==> src/rtl/core/hwb_pkg.sv <==
// Shared types and constants of the weighted histogram binner.
`timescale 1ns / 1ps
package hwb_pkg;

  localparam int X_W    = 32;
  localparam int WT_W   = 32;
  localparam int SUM_W  = 48;
  localparam int ACC_W  = 64;
  localparam int WIN_W  = 40;
  localparam int GAP_W  = 33;
  localparam int BC_W   = 7;
  localparam int RW_W   = 16;
  localparam int BIN_W  = 6;
  localparam int DIV_DEN_W = 7;

  localparam logic [0:0] REG_BIN_COUNT      = 1'b0;
  localparam logic [0:0] REG_RELATIVE_WIDTH = 1'b1;

  localparam logic [BC_W-1:0] BC_RESET = 7'd0;
  localparam logic [RW_W-1:0] RW_RESET = 16'hFFFF;

  localparam logic signed [X_W-1:0] MIN_RESET = 32'sh7FFF_FFFF;
  localparam logic signed [X_W-1:0] MAX_RESET = 32'sh8000_0000;

  // One point travelling down the row of bin cells
  typedef struct packed {
    logic                   valid;
    logic signed [X_W-1:0]  x;
    logic signed [WT_W-1:0] wt;
  } point_t;

  // Acceptance window and left edge of one bin, doubled scale for the window
  typedef struct packed {
    logic signed [WIN_W-1:0] lo2;
    logic signed [WIN_W-1:0] hi2;
    logic signed [WIN_W-1:0] left;
  } win_t;

  typedef enum logic [5:0] {
    S_LOAD  = 6'b000001,
    S_DIV   = 6'b000010,
    S_MUL   = 6'b000100,
    S_SETUP = 6'b001000,
    S_SCAN  = 6'b010000,
    S_EMIT  = 6'b100000
  } state_t;

endpackage

==> src/rtl/core/hwb_cell.sv <==
// One bin cell: holds a bin window, sums matching points, passes points on.
`timescale 1ns / 1ps
module hwb_cell (
  input  logic                                clk,
  input  logic                                rst,
  input  logic                                load,
  input  hwb_pkg::win_t                       win_in,
  input  hwb_pkg::point_t                     pt_in,
  output hwb_pkg::point_t                     pt_out,
  output logic signed [hwb_pkg::ACC_W-1:0]    acc,
  output logic signed [hwb_pkg::WIN_W-1:0]    left
);
  import hwb_pkg::*;

  win_t                    win;
  logic signed [WIN_W-1:0] x2;
  logic                    hit;

  // Window test at doubled scale
  assign x2  = WIN_W'(pt_in.x) <<< 1;
  assign hit = pt_in.valid && (x2 >= win.lo2) && (x2 < win.hi2);

  // Hand the point to the neighbor, accumulate on a hit
  always_ff @(posedge clk) begin
    if (rst) begin
      pt_out.valid <= 1'b0;
    end else begin
      pt_out.valid <= pt_in.valid;
    end
    pt_out.x  <= pt_in.x;
    pt_out.wt <= pt_in.wt;
    if (load) begin
      win <= win_in;
      acc <= '0;
    end else if (hit) begin
      acc <= acc + ACC_W'(pt_in.wt);
    end
  end

  assign left = win.left;
endmodule

==> config.mk <==
export PLATFORM = sky130hd
export DESIGN_NAME = hwb_cell
export DESIGN_NICKNAME = d
export VERILOG_FILES = /design/src/rtl/core/hwb_pkg.sv /design/src/rtl/core/hwb_cell.sv
export SDC_FILE = /design/constraint.sdc
export NUM_CORES = 1
export LEC_CHECK = 0
export BUFFER_PORTS_ARGS = -buffer_cell sky130_fd_sc_hd__buf_2
export CELL_PAD_IN_SITES_DETAIL_PLACEMENT = 1
export CELL_PAD_IN_SITES_GLOBAL_PLACEMENT = 2
export CORE_MARGIN = 4
export CORE_UTILIZATION = 32
export DETAILED_ROUTE_END_ITERATION = 8
export MAX_ROUTING_LAYER = met4
export PLACE_DENSITY_LB_ADDON = 0.08
export SKIP_LAST_GASP = 1
export SYNTH_ARGS = -nofsm -noshare
export SYNTH_HDL_FRONTEND = slang
export SYNTH_SLANG_ARGS = --single-unit
==> constraint.sdc <==
create_clock -name clk -period 3.4 [get_ports clk]
set_input_delay 0 -clock clk [delete_from_list [all_inputs] [get_ports clk]]
set_output_delay 0 -clock clk [all_outputs]
set_load 0.02 [all_outputs]
==> impl_metrics.json <==
{
  "required_ns": 3.86,
  "drcViolationCount": 0,
  "cap_violations": 0,
  "cts_made_buffers": 29,
  "dieArea_um2": 44300,
  "slew_headroom_pct": 49.4,
  "setup_tns_ns": 0,
  "hold_path_end": "pt_out[30]",
  "post-route-cell-area_um2": 18700,
  "clk-insertion-delay-late_ns": 0.57,
  "top_usage_layer": "met2",
  "overflow": 0,
  "antenna_found_initial": 4,
  "max_stage_delay_ns": 0.40,
  "hold_path_class": "in -> reg",
  "use_met3_pct": 4.06,
  "num_io_pins": 357,
  "core_um2": 40200,
  "min_from": "pt_in[30]",
  "period_share_pct": 97.3,
  "yosysUniqueCellTypes": 75,
  "portBuffers": 356,
  "final_antenna_net_count": 0,
  "grt_use_met1_pct": 24.6,
  "critPathMaxFanout": 5,
  "synthTopCellsByArea": "edfxtp_1 (27%), dfxtp_1 (20%), ha_1 (13%)",
  "place_inst": 2156,
  "r2r_cells": 13,
  "synthCells": 1306,
  "viasPerCell": 4.85,
  "drive_above_1_share_pct": 26.0,
  "r2r_start": "acc[0]",
  "path_buf_inv": 1,
  "start_util_pct": 32.7,
  "grt_max_degree": 78,
  "cp-start-kind": "flip-flop",
  "yosysTopAreaCell": "edfxtp_1",
  "clkTransAtPathRegs_ns": 0.06,
  "grt_pass1_vias": 12600,
  "rr_endpoint": "acc[48]",
  "dp_hpwl_mm": 33.4,
  "die_h_um": 211,
  "htreeDepth": 1,
  "whs_path_depth": 2,
  "layout.nets": 2185,
  "grtUsageTotal_pct": 20.4,
  "timing.fmax_mhz": 302,
  "endpoint_kind": "flip-flop",
  "status": "finished, final reports clean",
  "postSynthAreaPerCell_um2": 10.1,
  "timing.final.ws_setup_ns": 0.0927,
  "vias": 11700,
  "routedWlPerCell_um": 19.1,
  "cp_top_family": "compound AO/OA/AOI/OAI gates",
  "yosys_most_used_dff": "dfxtp_1",
  "syn_area_um2": 13100,
  "hold_viol": 0,
  "yosysSeqAreaShare_pct": 47.1,
  "dr.pass1.iters": 6,
  "report.final.slew_viol_count": 0,
  "min_period_ns": 3.31,
  "async_reset_ff_share_pct": 0,
  "grt_first_pass_wirelength_mm": 71.0,
  "fin_skew_ns": 0.0105,
  "first_iter_violations": 542,
  "finalSetupViolCount": 0,
  "rsz0062_at_grt": "yes",
  "pre_cts_ws_ns": -0.104,
  "grtUsageMet2_pct": 35.7,
  "rows": 73,
  "syn_nets": 1636,
  "yosys_warnings": 0,
  "cp.arrival_ns": 3.76,
  "regToRegSetupSlack_ns": 0.09,
  "gp_congestion": 0.842,
  "synth_edf_count": 120,
  "cts_max_path_buffers": 3,
  "syn_to_final_growth_pct": 42.0,
  "power-per-cell-area_nw_per_um2": 478,
  "critical_path_class": "reg -> reg",
  "cts_root_buffer": "clkbuf_16",
  "synth-seq-cells": 249,
  "cts_sinks": 249,
  "path_cells": "ha_4 > fa_2 > a21o_1 > a221o_1 > buf_6 > o221a_4 > a211oi_4 > o21ai_2 > a31o_4 > a31o_1 > a21oi_2 > xnor2_1 > o22ai_1",
  "max-vdd-ir-drop_v": 0.000359,
  "die_x_um": 211,
  "cp_slowest_cell": "fa_2",
  "holdWs_ns": 0.0822,
  "placed_cell_area_um2": 15600,
  "drt_wl_total_mm": 45.9,
  "final_cells": 2408,
  "worst_pin_slew_ns": 0.759,
  "leakage_nw": 8.61,
  "synth_top_area_share_pct": 27.4,
  "cts_tree": "built"
}
-- worst max path at each step --
| stage | start | endpoint | cells past startpoint |
|---|---|---|---|
| after floorplan | acc[0] | acc[48] | 12 |
| after global placement | win[91] | acc[25] | 16 |
| after detailed placement | win[91] | acc[25] | 16 |
| after CTS | win[91] | acc[25] | 16 |
| after global routing | acc[0] | acc[48] | 13 |
| final | acc[0] | acc[48] | 13 |
-- through the flow --
stage	utilization, %	total power [mW]
floorplan	-	4.68
global placement	38.8	5.35
detailed placement	38.8	5.38
CTS	46.1	9.02
global route	46.4	9.39
finish	46.4	8.91
-- routing by layer --
layer / up-vias / wire (um) / share of wire, %
met5: - / 0 / 0
met4: 0 / 1010 / 2.2
met3: 54 / 2500 / 5.4
met2: 262 / 23000 / 50
met1: 5597 / 19400 / 42
li1: 5767 / - / -
-- logic make-up after synthesis --
group	count (synthesis)	share of synthesized area [%]
AOI/OAI and AO/OA	337	16.6
xor gates and xnor gates	54	3.60
adders and majority gates	142	13.6
buffers and inverters	182	6.65
DFF	249	47.1
muxes	7	0.543
and+or+nand+nor	335	11.9
-- what timing repair did --
action                                 in CTS  in global routing
hold buffers                              187                  0
setup endpoints to repair                  48                 64
pin swaps                                   0                 14
gates cloned                                0                  0
buffers inserted                            0                  6
endpoints found under the hold margin     243                  0
resized for setup                           2                 14
-- cell usage after synthesis, types with 11 or more instances --
library cell / instances
nand2_1: 147
nand4_1: 27
o21ai_0: 44
xor2_1: 20
clkbuf_1: 29
inv_1: 95
xnor2_1: 34
nand3b_1: 11
ha_1: 141
buf_2: 13
dfxtp_1: 129
o21bai_1: 11
edfxtp_1: 120
a21o_1: 39
a21oi_1: 130
nand3_1: 19
a211oi_1: 14
buf_4: 42
nor2_1: 68
nand2b_1: 13
o211ai_1: 11
-- layout by cell type (no fill, tap or decap), types with 7 or more instances in the layout --
cell | Yosys | final
o21bai_1 | 11 | 11
clkbuf_16 | 0 | 33
xnor2_1 | 34 | 34
nand3_1 | 19 | 19
a211oi_1 | 14 | 14
dfxtp_1 | 129 | 128
clkbuf_8 | 0 | 7
inv_1 | 95 | 95
nand2b_1 | 13 | 13
buf_4 | 42 | 54
o211ai_1 | 11 | 11
edfxtp_1 | 120 | 120
nand3b_1 | 11 | 11
a31oi_1 | 7 | 7
o22ai_1 | 7 | 7
o21ai_0 | 44 | 43
a21oi_1 | 130 | 129
and4_1 | 7 | 7
ha_1 | 141 | 140
nand2_1 | 147 | 147
dlygate4sd3_1 | 0 | 187
a41oi_1 | 9 | 9
buf_2 | 13 | 355
nand4_1 | 27 | 27
buf_12 | 0 | 7
nor2_1 | 68 | 68
o21a_1 | 10 | 10
a21o_1 | 39 | 39
xor2_1 | 20 | 20
nor3_1 | 10 | 10
-- flip-flops by register name (all words and copies together), names as in the netlist --
signal  count
pt_out     65
left       40
acc        64
win        80
-- power breakdown --
part           leakage (nW)  switching [mW]  internal, mW  total [mW]
logic                  5.86            1.16         0.880        2.04
clock network         0.511            1.33          2.07        3.39
registers              2.24          0.0978          3.38        3.47
total                  8.61            2.59          6.32        8.91
-- area by class of cell --
cell class	instances	area (um^2)
Timing Repair Buffer	605	4220
Sequential cell	249	6190
Tap cell	525	657
Fill cell	4638	21500
Inverter	95	357
Clock inverter	8	114
Clock buffer	46	945
Antenna cell	5	12.5
Multi-Input combinational cell	875	6160
Power figures use the tool's default switching activity.
