===== src/rtl/core/hwb_pkg.sv =====
// Shared types and constants of the weighted histogram binner.
`timescale 1ns / 1ps
package hwb_pkg;

  localparam int X_W    = 32;
  localparam int WT_W   = 32;
  localparam int SUM_W  = 48;
  localparam int ACC_W  = 64;
  localparam int WIN_W  = 40;
  localparam int GAP_W  = 33;
  localparam int BC_W   = 7;
  localparam int RW_W   = 16;
  localparam int BIN_W  = 6;
  localparam int DIV_DEN_W = 7;

  localparam logic [0:0] REG_BIN_COUNT      = 1'b0;
  localparam logic [0:0] REG_RELATIVE_WIDTH = 1'b1;

  localparam logic [BC_W-1:0] BC_RESET = 7'd0;
  localparam logic [RW_W-1:0] RW_RESET = 16'hFFFF;

  localparam logic signed [X_W-1:0] MIN_RESET = 32'sh7FFF_FFFF;
  localparam logic signed [X_W-1:0] MAX_RESET = 32'sh8000_0000;

  // One point travelling down the row of bin cells
  typedef struct packed {
    logic                   valid;
    logic signed [X_W-1:0]  x;
    logic signed [WT_W-1:0] wt;
  } point_t;

  // Acceptance window and left edge of one bin, doubled scale for the window
  typedef struct packed {
    logic signed [WIN_W-1:0] lo2;
    logic signed [WIN_W-1:0] hi2;
    logic signed [WIN_W-1:0] left;
  } win_t;

  typedef enum logic [5:0] {
    S_LOAD  = 6'b000001,
    S_DIV   = 6'b000010,
    S_MUL   = 6'b000100,
    S_SETUP = 6'b001000,
    S_SCAN  = 6'b010000,
    S_EMIT  = 6'b100000
  } state_t;

endpackage


===== src/rtl/core/hwb_div.sv =====
// Restoring divider: bin gap from the value span, one quotient bit per cycle.
`timescale 1ns / 1ps
module hwb_div (
  input  logic                           clk,
  input  logic                           rst,
  input  logic                           start,
  input  logic [hwb_pkg::GAP_W-1:0]      dividend,
  input  logic [hwb_pkg::DIV_DEN_W-1:0]  divisor,
  output logic                           done,
  output logic [hwb_pkg::GAP_W-1:0]      quotient
);
  import hwb_pkg::*;

  logic [GAP_W-1:0]     quo;
  logic [DIV_DEN_W-1:0] den;
  logic [DIV_DEN_W:0]   rem;
  logic [5:0]           steps;
  logic                 busy;
  logic [DIV_DEN_W:0]   rem_sh;
  logic                 fits;

  // Shift in the next dividend bit and try a subtract
  assign rem_sh = {rem[DIV_DEN_W-1:0], quo[GAP_W-1]};
  assign fits   = rem_sh >= {1'b0, den};

  always_ff @(posedge clk) begin
    if (rst) begin
      busy  <= 1'b0;
      done  <= 1'b0;
      steps <= '0;
    end else begin
      done <= 1'b0;
      if (start) begin
        busy  <= 1'b1;
        steps <= '0;
      end else if (busy) begin
        steps <= steps + 6'd1;
        if (steps == 6'(GAP_W - 1)) begin
          busy <= 1'b0;
          done <= 1'b1;
        end
      end
    end
  end

  always_ff @(posedge clk) begin
    if (start) begin
      quo <= dividend;
      den <= divisor;
      rem <= '0;
    end else if (busy) begin
      rem <= fits ? rem_sh - {1'b0, den} : rem_sh;
      quo <= {quo[GAP_W-2:0], fits};
    end
  end

  assign quotient = quo;
endmodule


===== config.mk =====
export PLATFORM = sky130hd
export DESIGN_NAME = hwb_div
export DESIGN_NICKNAME = d
export VERILOG_FILES = /design/src/rtl/core/hwb_pkg.sv /design/src/rtl/core/hwb_div.sv
export SDC_FILE = /design/constraint.sdc
export NUM_CORES = 1
export LEC_CHECK = 0
export CORE_UTILIZATION = 30
export DETAILED_ROUTE_END_ITERATION = 8
export DONT_BUFFER_PORTS = 1
export GPL_TIMING_DRIVEN = 1
export PLACE_DENSITY_LB_ADDON = 0.12
export RECOVER_POWER = 25
export SLEW_MARGIN = 20
export SYNTH_ARGS = -nofsm -noshare
export SYNTH_HDL_FRONTEND = slang
export SYNTH_SLANG_ARGS = --single-unit

===== constraint.sdc =====
create_clock -name clk -period 2.94 [get_ports clk]
set_clock_uncertainty 0.15 [all_clocks]
set_input_delay 0 -clock clk [delete_from_list [all_inputs] [get_ports clk]]
set_output_delay 0 -clock clk [all_outputs]
set_load 0.05 [all_outputs]

==> impl_metrics.toml, run 1 <==
[timing]
final-max-slew-violation-count = 0
hold_ws_ns = 0.164
setup_ws_ns = 0.441
relSlewSlack = 0.140
min_period_over_period = 0.850
finalHoldViolCount = 0
fin_tns_setup_ns = 0
worstMarginPinSlew_ns = 1.29
period_minus_slack_ns = 2.50
setup_viol = 0
rsz0062_at_grt = "false"
fmax_ghz = 0.400

[grt]
antenna_found_initial = 0
grt_overflow = 0
met1_usage = 0.167
first_global_vias = 1873
top_usage_layer = "met2"
grt_max_degree = 56
grt_use_total = 0.126
use_met3 = 0.0344
grt_util_met2 = 0.200
grt_pass1_wl_um = 9570

[pwr]
p_leak_uw = 0.00124
max-vdd-ir-drop_uv = 253
power_density_nw_per_um2 = 544

[place]
place_ws_ns = 0.462
dp_hpwl_um = 3620
gp_congestion = 0.716
io_buffers = 0

[critical_path]
worstPathMaxFanout = 9
start_kind = "flip-flop"
timing.critical_path.slowest_cell_delay_ns = 0.43
cp-end-kind = "flip-flop"
crit_end = "rem[2]$_SDFFE_PP0P_"
reg2regPathDepth = 7
crit_arrival_ns = 2.58
crit_chain = "inv_1 -> ha_1 -> fa_1 -> nand2b_1 -> a211o_1 -> and3_1 -> a311oi_2"
regToRegStartpoint = "quotient[32]$_DFFE_PP_"
rr_endpoint = "rem[2]$_SDFFE_PP0P_"
cp.required_ns = 3.02
critPathKind = "flip-flop to flip-flop"
critPathLaunch = "quotient[32]$_DFFE_PP_"
reg2reg_slack_ns = 0.44
cp_slowest_cell = "fa_1"

[floorplan]
row_count = 34
die_h_um = 98.0
io_pins = 77
initial_utilization = 0.314
die_w_um = 98.0
core_um2 = 8810
dieArea_um2 = 9600

[cells_and_area]
fillCellCount = 854
areaGrowthSynthToFinish_pct = 22.4
seq_area_um2 = 1500
drive_above_1_share = 0.203
diodes = 0
nNetsFinal = 313
multiInputGateArea_um2 = 1140

[drt]
drc_errors = 1
wirelength_um = 5960
dr.pass1.iters = 6
ant_nets = 0
detail_route.wl_per_cell_um = 16.2
drt-initial-drc-count = 63
drt-vias-per-instance = 4.91
num_vias = 1812

[synthesis]
ys.warnings.count = 0
syn_area_um2 = 2760
synth_edf_count = 40
synth.ff_latch_count = 55
synthFlopType = "edfxtp_1"
synth_xor_area_frac = 0.0222
synth-async-reset-ratio = 0
ys_seq_area_frac = 0.543
yosys.cell_types.count = 47
synth_fa_ha_area_frac = 0.0480
syn_nets = 270
synth_top_family_by_area = "multiplexers"
synthMuxAreaShare = 0.138
netlist_instances = 217
yosys.area_share.simple = 0.0996
synth_area_per_cell_um2 = 12.7
synth_compound_area_frac = 0.106

[hold_path]
hold_class = "input pin to flip-flop"

[run_status]
status = "finished with violations"
violations = "design-rule violations"

[clocking]
clockBufferDepth = 2
h-tree-depth = 2
cts_sinks = 55
postCtsSetupBuffers = 0
cts_root_buf = "clkbuf_8"
cts_made_buffers = 5
insertion_delay_ns = 0.31
cts.clk_slew.worst_paths_ns = 0.11
cts_tree = "built"

[run]
drv_cap = 0
[registers in the layout, summed over array words and instances, names as in the netlist]
register  flops
den           7
steps         6
rem           7
busy          1
quotient     33
done          1
[layer usage]
| layer | share of wire | up-vias |
|---|---|---|
| li1 | - | 890 |
| met1 | 0.46 | 871 |
| met2 | 0.48 | 46 |
| met3 | 0.051 | 5 |
| met4 | 0.0097 | 0 |
| met5 | 0 | - |
[worst max-delay path, delay by kind of cell (launching register included)]
family / cells / cell delay (ns)
buffers and inverters: 1 / 0.07
AND/OR/NAND/NOR: 2 / 0.52
flip-flops: 1 / 0.36
adder cells (fa/ha/maj): 2 / 0.66
AO/OA/AOI/OAI: 2 / 0.66
[timing repair]
item / 4_1_cts / 5_1_grt
gates resized for setup: 0 / 0
hold buffers: 44 / 0
hold endpoints to repair: 62 / 0
[report_power, final]
| part | total, uW | internal, uW | switching [uW] |
|---|---|---|---|
| sequential | 1120 | 914 | 206 |
| clock | 445 | 172 | 272 |
| combinational | 274 | 142 | 133 |
[how the worst min path moves through the flow]
stage | startpoint | end | slack (ns) | cells past startpoint
final | divisor[0] | den[0]$_DFFE_PP_ | 0.16 | 1
after global placement | rst | busy$_SDFF_PP0_ | -0.08 | 1
after global routing | divisor[3] | den[3]$_DFFE_PP_ | 0.14 | 1
after CTS | divisor[3] | den[3]$_DFFE_PP_ | 0.15 | 1
after floorplan | rst | busy$_SDFF_PP0_ | -0.08 | 1
after detailed placement | rst | busy$_SDFF_PP0_ | -0.07 | 1
[kinds of logic after synthesis]
kind of cell,after synthesis
XOR/XNOR,7
AO/OA/AOI/OAI,34
AND/OR/NAND/NOR,51
multiplexers,34
flip-flops,55
buffers and inverters,26
adder cells (fa/ha/maj),10
[cell usage in the layout (no fill, tap or decap), types with 2 or more instances in the layout]
cell type / instances
buf_4: 2
xor2_1: 3
mux2_2: 32
inv_1: 15
nor2b_1: 4
ha_1: 9
nand4_1: 4
edfxtp_1: 40
xnor2_1: 4
a21oi_1: 3
dlygate4sd3_1: 43
a311oi_2: 2
nor2_1: 12
or2_2: 4
nor3_1: 4
dfxtp_1: 15
inv_6: 2
nand2b_1: 2
a211oi_1: 2
nor3b_1: 6
or3_1: 2
o21bai_1: 2
a41oi_1: 4
o21a_1: 2
o31ai_2: 2
mux2i_1: 2
clkbuf_8: 5
nand2_1: 9
o21ai_0: 5
[final cells by class]
| class | instances | share of cell area |
|---|---|---|
| Sequential cell | 55 | 0.444 |
| Multi-Input combinational cell | 136 | 0.338 |
| Timing Repair Buffer | 47 | 0.134 |
| Tap cell | 108 | 0.0400 |
| Clock buffer | 5 | 0.0204 |
| Inverter | 15 | 0.0167 |
| Clock inverter | 3 | 0.00629 |
[per-stage QoR]
stage / total power (uW) / instance area, um^2 / cells / util
after global routing: 1920 / 3380 / 369 / 0.384
after detailed placement: 1350 / 2860 / 317 / 0.325
after floorplan: 1310 / 2760 / 217 / -
after CTS: 1870 / 3410 / 369 / 0.387
after global placement: 1360 / 2860 / 317 / 0.325
final: 1840 / 3380 / 369 / 0.384
[cells in the mapped netlist (2+ instances only)]
| master | number | area, um^2 |
|---|---|---|
| nor3_1 | 4 | 20.0 |
| ha_1 | 9 | 113 |
| edfxtp_1 | 40 | 1200 |
| or2_2 | 4 | 25.0 |
| a311oi_2 | 2 | 30.0 |
| xor2_1 | 3 | 26.3 |
| nor2_1 | 12 | 45.0 |
| a41oi_1 | 4 | 35.0 |
| dfxtp_1 | 15 | 300 |
| nand2b_1 | 2 | 12.5 |
| nand4_1 | 4 | 25.0 |
| mux2i_1 | 2 | 20.0 |
| o21bai_1 | 2 | 15.0 |
| nand2_1 | 9 | 33.8 |
| inv_1 | 15 | 56.3 |
| a21oi_1 | 3 | 15.0 |
| buf_1 | 4 | 15.0 |
| clkbuf_1 | 3 | 11.3 |
| nor3b_1 | 6 | 45.0 |
| o21ai_0 | 5 | 25.0 |
| o21a_1 | 2 | 15.0 |
| buf_6 | 2 | 22.5 |
| mux2_2 | 32 | 360 |
| xnor2_1 | 4 | 35.0 |
| nor2b_1 | 4 | 25.0 |
| or3_1 | 2 | 12.5 |
| o31ai_2 | 2 | 25.0 |
| a211oi_1 | 2 | 15.0 |
Power figures use the tool's default switching activity.
==> run 2, diff against run 1 <==
--- a/config.mk
+++ b/config.mk
@@ -5,13 +5,14 @@
 export SDC_FILE = /design/constraint.sdc
 export NUM_CORES = 1
 export LEC_CHECK = 0
+export CORE_ASPECT_RATIO = 1.4
 export CORE_UTILIZATION = 30
 export DETAILED_ROUTE_END_ITERATION = 8
 export DONT_BUFFER_PORTS = 1
+export GPL_ROUTABILITY_DRIVEN = 0
 export GPL_TIMING_DRIVEN = 1
 export PLACE_DENSITY_LB_ADDON = 0.12
 export RECOVER_POWER = 25
-export SLEW_MARGIN = 20
 export SYNTH_ARGS = -nofsm -noshare
 export SYNTH_HDL_FRONTEND = slang
 export SYNTH_SLANG_ARGS = --single-unit
==> run 2 against run 1 <==
  * Register-to-register slack better by 0.04 ns
  * Critical path depth stayed put
  * Wire length is 4.5% lower
  * Setup slack better by 0.041 ns
  * Sequential power hardly changed
  * Clock power is 40% higher
  * Final area is 1.7% higher
  * Die area hardly changed
  * The flow now finishes without violations
  * Fmax is 1.7% higher
  * Combinational power hardly changed
  * Utilization is 0.11 points lower
==> impl_metrics.toml, run 2 (synthesis results as in run 1) <==
[clocking]
cts.clk_slew.worst_paths_ns = 0.08
cts_root_buf = "clkbuf_16"
cts_sinks = 55
cts_tree = "built"
insertion_delay_ns = 0.30
cts_made_buffers = 5
clockBufferDepth = 2
postCtsSetupBuffers = 0
h-tree-depth = 2

[place]
dp.cells = 316
io_buffers = 0
dp_hpwl_um = 3630

[critical_path]
cp-end-kind = "flip-flop"
worstPathMaxFanout = 9
cp.required_ns = 3.00
crit_arrival_ns = 2.52
critPathKind = "flip-flop to flip-flop"
start_kind = "flip-flop"

[floorplan]
dieArea_um2 = 9600
initial_utilization = 0.308
core_um2 = 8980
die_w_um = 83.1
io_pins = 77
die_h_um = 116
row_count = 41

[drt]
wirelength_um = 5690
ant_nets = 0
detail_route.wl_per_cell_um = 15.5
drc_errors = 0
dr.pass1.iters = 4
drt-initial-drc-count = 106
drt-vias-per-instance = 4.98
num_vias = 1832

[timing]
period_minus_slack_ns = 2.46
fmax_ghz = 0.407
setup_viol = 0
rsz0062_at_grt = "false"
min_period_over_period = 0.836
finalHoldViolCount = 0
worstMarginPinSlew_ns = 1.28
fin_tns_setup_ns = 0
relSlewSlack = 0.145
final-max-slew-violation-count = 0

[grt]
first_global_vias = 1732
grt_max_degree = 56
grt_pass1_wl_um = 9040
grt_overflow = 0
antenna_found_initial = 0
grt_use_total = 0.121

[pwr]
p_leak_uw = 0.00126
max-vdd-ir-drop_uv = 267
power_density_nw_per_um2 = 587
totalPowerFinal_uw = 2020

[cells_and_area]
fillCellCount = 866
nNetsFinal = 313
layout_common_cells = "dlygate4sd3_1 (43), edfxtp_1 (40), mux2_2 (32)"
areaGrowthSynthToFinish_pct = 24.4
drive_above_1_share = 0.207
diodes = 0
finalNonFillerCells = 368
layout_commonest_cell = "dlygate4sd3_1"
largest_reg_flops = 33

[run_status]
status = "finished, final reports clean"

[hold_path]
hold_class = "input pin to flip-flop"

[run]
drv_cap = 0
## run 2: changes by cell type in the layout (fill, tap and decap cells not counted)
| cell | delta |
|---|---|
| clkbuf_16 | +5 |
| clkbuf_8 | -5 |
| clkinv_1 | -1 |
| clkinv_2 | +1 |
## run 2: final cells by class
class | instances | area, um^2 | share of cell area
Clock inverter | 3 | 22.5 | 0.00655
Clock buffer | 5 | 125 | 0.0364
Sequential cell | 55 | 1500 | 0.437
Tap cell | 107 | 134 | 0.0390
Timing Repair Buffer | 47 | 454 | 0.132
Multi-Input combinational cell | 136 | 1140 | 0.333
Inverter | 15 | 56.3 | 0.0164
## run 2: worst paths after layout
check,startpoint,endpoint,slack (ns),depth (start not counted)
max,quotient[32]$_DFFE_PP_,rem[2]$_SDFFE_PP0P_,0.48,7
min,divisor[3],den[3]$_DFFE_PP_,0.18,1
max reg2reg,quotient[32]$_DFFE_PP_,rem[2]$_SDFFE_PP0P_,0.48,7
min reg2reg,steps[5]$_SDFFE_PP0P_,done$_SDFF_PP0_,0.34,2
## run 2: layer usage
| layer | track usage | share of wire | vias up |
|---|---|---|---|
| met5 | 0 | 0 | - |
| met4 | 0.0517 | 0.023 | 0 |
| li1 | - | - | 885 |
| met2 | 0.201 | 0.48 | 63 |
| met3 | 0.0342 | 0.057 | 8 |
| met1 | 0.147 | 0.44 | 876 |
## run 2: power breakdown
part,switching [uW],internal [uW]
Combinational,134,142
Sequential,204,914
Clock,302,322
## run 2: per-stage QoR
step           worst slack [ns]  utilization  area (um^2)  hold WS, ns
2_1_floorplan             0.218            -         2760      -0.0776
3_3_place_gp              0.519        0.318         2860      -0.0755
3_5_place_dp              0.474        0.318         2860      -0.0754
4_1_cts                   0.449        0.386         3460        0.168
5_1_grt                   0.351        0.383         3440        0.181
6_report                  0.481        0.383         3440        0.178
## run 2: timing repair
action	CTS	global route
hold endpoints to repair	62	0
hold buffers	44	0
gates resized for setup	0	0
## run 2: critical path, cell delays in order, from the launching register on
cell and delay, ns:
edfxtp_1 0.35, inv_1 0.07, ha_1 0.22, fa_1 0.42, nand2b_1 0.18, a211o_1 0.38, and3_1 0.32, a311oi_2 0.27
==> run 3, diff against run 2 <==
--- a/config.mk
+++ b/config.mk
@@ -5,6 +5,7 @@
 export SDC_FILE = /design/constraint.sdc
 export NUM_CORES = 1
 export LEC_CHECK = 0
+export ABC_AREA = 1
 export CORE_ASPECT_RATIO = 1.4
 export CORE_UTILIZATION = 30
 export DETAILED_ROUTE_END_ITERATION = 8
==> constraint.sdc (replaced) <==
create_clock -name clk -period 2.04 [get_ports clk]
set_clock_uncertainty 0.15 [all_clocks]
set_input_delay 0 -clock clk [delete_from_list [all_inputs] [get_ports clk]]
set_output_delay 0 -clock clk [all_outputs]
set_load 0.05 [all_outputs]
==> run 3 against run 2 <==
  * Sequential share of layout area increased by 0.16 points
  * Sequential power increased by 44%
  * Area after synthesis decreased by 1.9%
  * Hold slack got worse by 0.15 ns
  * Setup slack got worse by 0.30 ns
  * Clock power increased by 33%
  * Synthesized cell count increased by 42%
  * Clock-buffer cell count increased by 1
  * Combinational power increased by 38%
  * Critical path type unchanged
  * Largest cell class unchanged
==> impl_metrics.toml, run 3 <==
[grt]
grt_util_met2 = 0.262
first_global_vias = 2136
grt_max_degree = 43
met1_usage = 0.166
grt_overflow = 0
grt_pass1_wl_um = 10500
antenna_found_initial = 0
use_met3 = 0.0430
grt_use_total = 0.151
top_usage_layer = "met2"

[critical_path]
cp-end-kind = "flip-flop"
regToRegStartpoint = "quotient[32]$_DFFE_PP_"
reg2regPathDepth = 10
reg2reg_slack_ns = 0.18
crit_end = "quotient[0]$_DFFE_PP_"
cp.required_ns = 1.91
crit_arrival_ns = 1.73
critPathKind = "flip-flop to flip-flop"
critPathLaunch = "quotient[32]$_DFFE_PP_"
worstPathMaxFanout = 8
rr_endpoint = "quotient[0]$_DFFE_PP_"
start_kind = "flip-flop"

[clocking]
cts.clk_slew.worst_paths_ns = 0.07
cts_root_buf = "clkbuf_16"
cts_sinks = 55
cts_tree = "built"
h-tree-depth = 2
insertion_delay_ns = 0.29
postCtsSetupBuffers = 0
cts_made_buffers = 5
clockBufferDepth = 2

[synthesis]
yosys.area.top_type = "edfxtp_1"
synth_common_cells = "nand2_1 (145), edfxtp_1 (40), inv_1 (27)"
synth.ff_latch_count = 55
synthFlopType = "edfxtp_1"
synth_edf_count = 40
syn_nets = 362
synth-async-reset-ratio = 0
synth_top_cell_area_share = 0.443
synth_most_common_cell = "nand2_1"
ys_seq_area_frac = 0.554
netlist_instances = 309
synth_top_cells_by_area = "edfxtp_1 (44%), nand2_1 (20%), dfxtp_1 (11%)"
ys.warnings.count = 0
yosys.cell_types.count = 29
synth_area_per_cell_um2 = 8.77
syn_area_um2 = 2710

[run]
drv_cap = 0

[cells_and_area]
final_design_area_no_fill_um2 = 3420
seq_area_um2 = 1500
largest_reg_flops = 33
layout_common_cells = "nand2_1 (145), dlygate4sd3_1 (42), edfxtp_1 (40)"
multiInputGateArea_um2 = 1080
finalNonFillerCells = 461
fillCellCount = 906
layout_commonest_cell = "nand2_1"
diodes = 0
drive_above_1_share = 0.0758
areaGrowthSynthToFinish_pct = 26.4
nNetsFinal = 408

[floorplan]
dieArea_um2 = 9420
row_count = 40
die_w_um = 82.3
core_um2 = 8660
initial_utilization = 0.313
die_h_um = 114
io_pins = 77

[timing]
worstMarginPinSlew_ns = 0.619
rsz0062_at_grt = "false"
min_period_over_period = 0.912
fmax_ghz = 0.538
setup_viol = 0
hold_ws_ns = 0.0305
relSlewSlack = 0.589
final-max-slew-violation-count = 0
period_minus_slack_ns = 1.86
finalHoldViolCount = 0

[hold_path]
hold_path_depth = 3
hold_class = "input pin to flip-flop"

[pwr]
power_density_nw_per_um2 = 824
p_leak_uw = 0.00154
max-vdd-ir-drop_uv = 448

[place]
io_buffers = 0
dp_hpwl_um = 4380
dp.cells = 410
placed_cell_area_um2 = 2850

[drt]
detail_route.wl_per_cell_um = 13.8
num_vias = 2127
dr.pass1.iters = 4
drc_errors = 0
drt-vias-per-instance = 4.61
drt-initial-drc-count = 66
wirelength_um = 6350
ant_nets = 0

[run_status]
status = "finished, final reports clean"
[run 3: cell count changes after synthesis, sizes merged, moves of 5 or more]
cell | before | now
buf | 8 | 1
inv | 15 | 32
mux2 | 32 | 0
nand2 | 9 | 146
nand3 | 1 | 20
nand3b | 0 | 5
[run 3: area by class of cell]
cell class              count  area share
clock buffers               6      0.0376
well taps                 105      0.0384
inverters                  32      0.0351
clock inverters             2     0.00219
flip-flops and latches     55       0.438
repair buffers             46       0.134
multi-input cells         215       0.314
[run 3: cell families after synthesis]
logic type	share of synthesized area
flops	0.554
simple gates	0.309
buf+inv	0.0545
fa+ha+maj	0.0490
xor+xnor	0.00647
compound gates	0.0263
[run 3: worst min path at each step]
stage | endpoint | slack [ns] | start
2_1_floorplan | den[0]$_DFFE_PP_ | -0.05 | divisor[0]
3_3_place_gp | den[3]$_DFFE_PP_ | -0.05 | divisor[3]
3_5_place_dp | den[5]$_DFFE_PP_ | -0.05 | divisor[5]
4_1_cts | steps[0]$_SDFFE_PP0P_ | 0.04 | start
5_1_grt | steps[0]$_SDFFE_PP0P_ | 0.10 | start
6_report | steps[0]$_SDFFE_PP0P_ | 0.03 | start
[run 3: per-layer routing]
layer	vias to the layer above	part of all wire
li1	1085	-
met1	977	0.41
met2	55	0.51
met3	10	0.055
met4	0	0.024
met5	-	0
[run 3: critical path, cell delays in order, from the launching register on]
cell and delay (ns):
edfxtp_1 0.38, inv_1 0.09, ha_2 0.19, fa_2 0.22
inv_2 0.04, nand2_1 0.05, nand2_1 0.07, nand2_1 0.09
nand2_1 0.07, nand2_2 0.15, a31oi_2 0.10
[run 3: power by group]
group | leakage, uW | internal, uW | switching (uW) | total, uW
Sequential | 0.000529 | 1310 | 295 | 1610
Clock | 0.0000659 | 448 | 383 | 831
Combinational | 0.000947 | 162 | 218 | 380
Total | 0.00154 | 1930 | 896 | 2820
[run 3: stage by stage]
step                      total power (uW)  setup TNS, ns  setup slack [ns]   util
after floorplan                       1860         -0.455           -0.0860      -
after global placement                1940              0             0.197  0.329
after detailed placement              1940              0             0.178  0.329
after CTS                             2870              0             0.150  0.395
after global routing                  2960              0           0.00407  0.396
final                                 2820              0             0.180  0.396
[run 3: repair_timing]
action	in CTS	in global routing
setup endpoints to repair	0	1
hold endpoints to repair	62	0
resized for setup	0	1
hold buffers	43	0
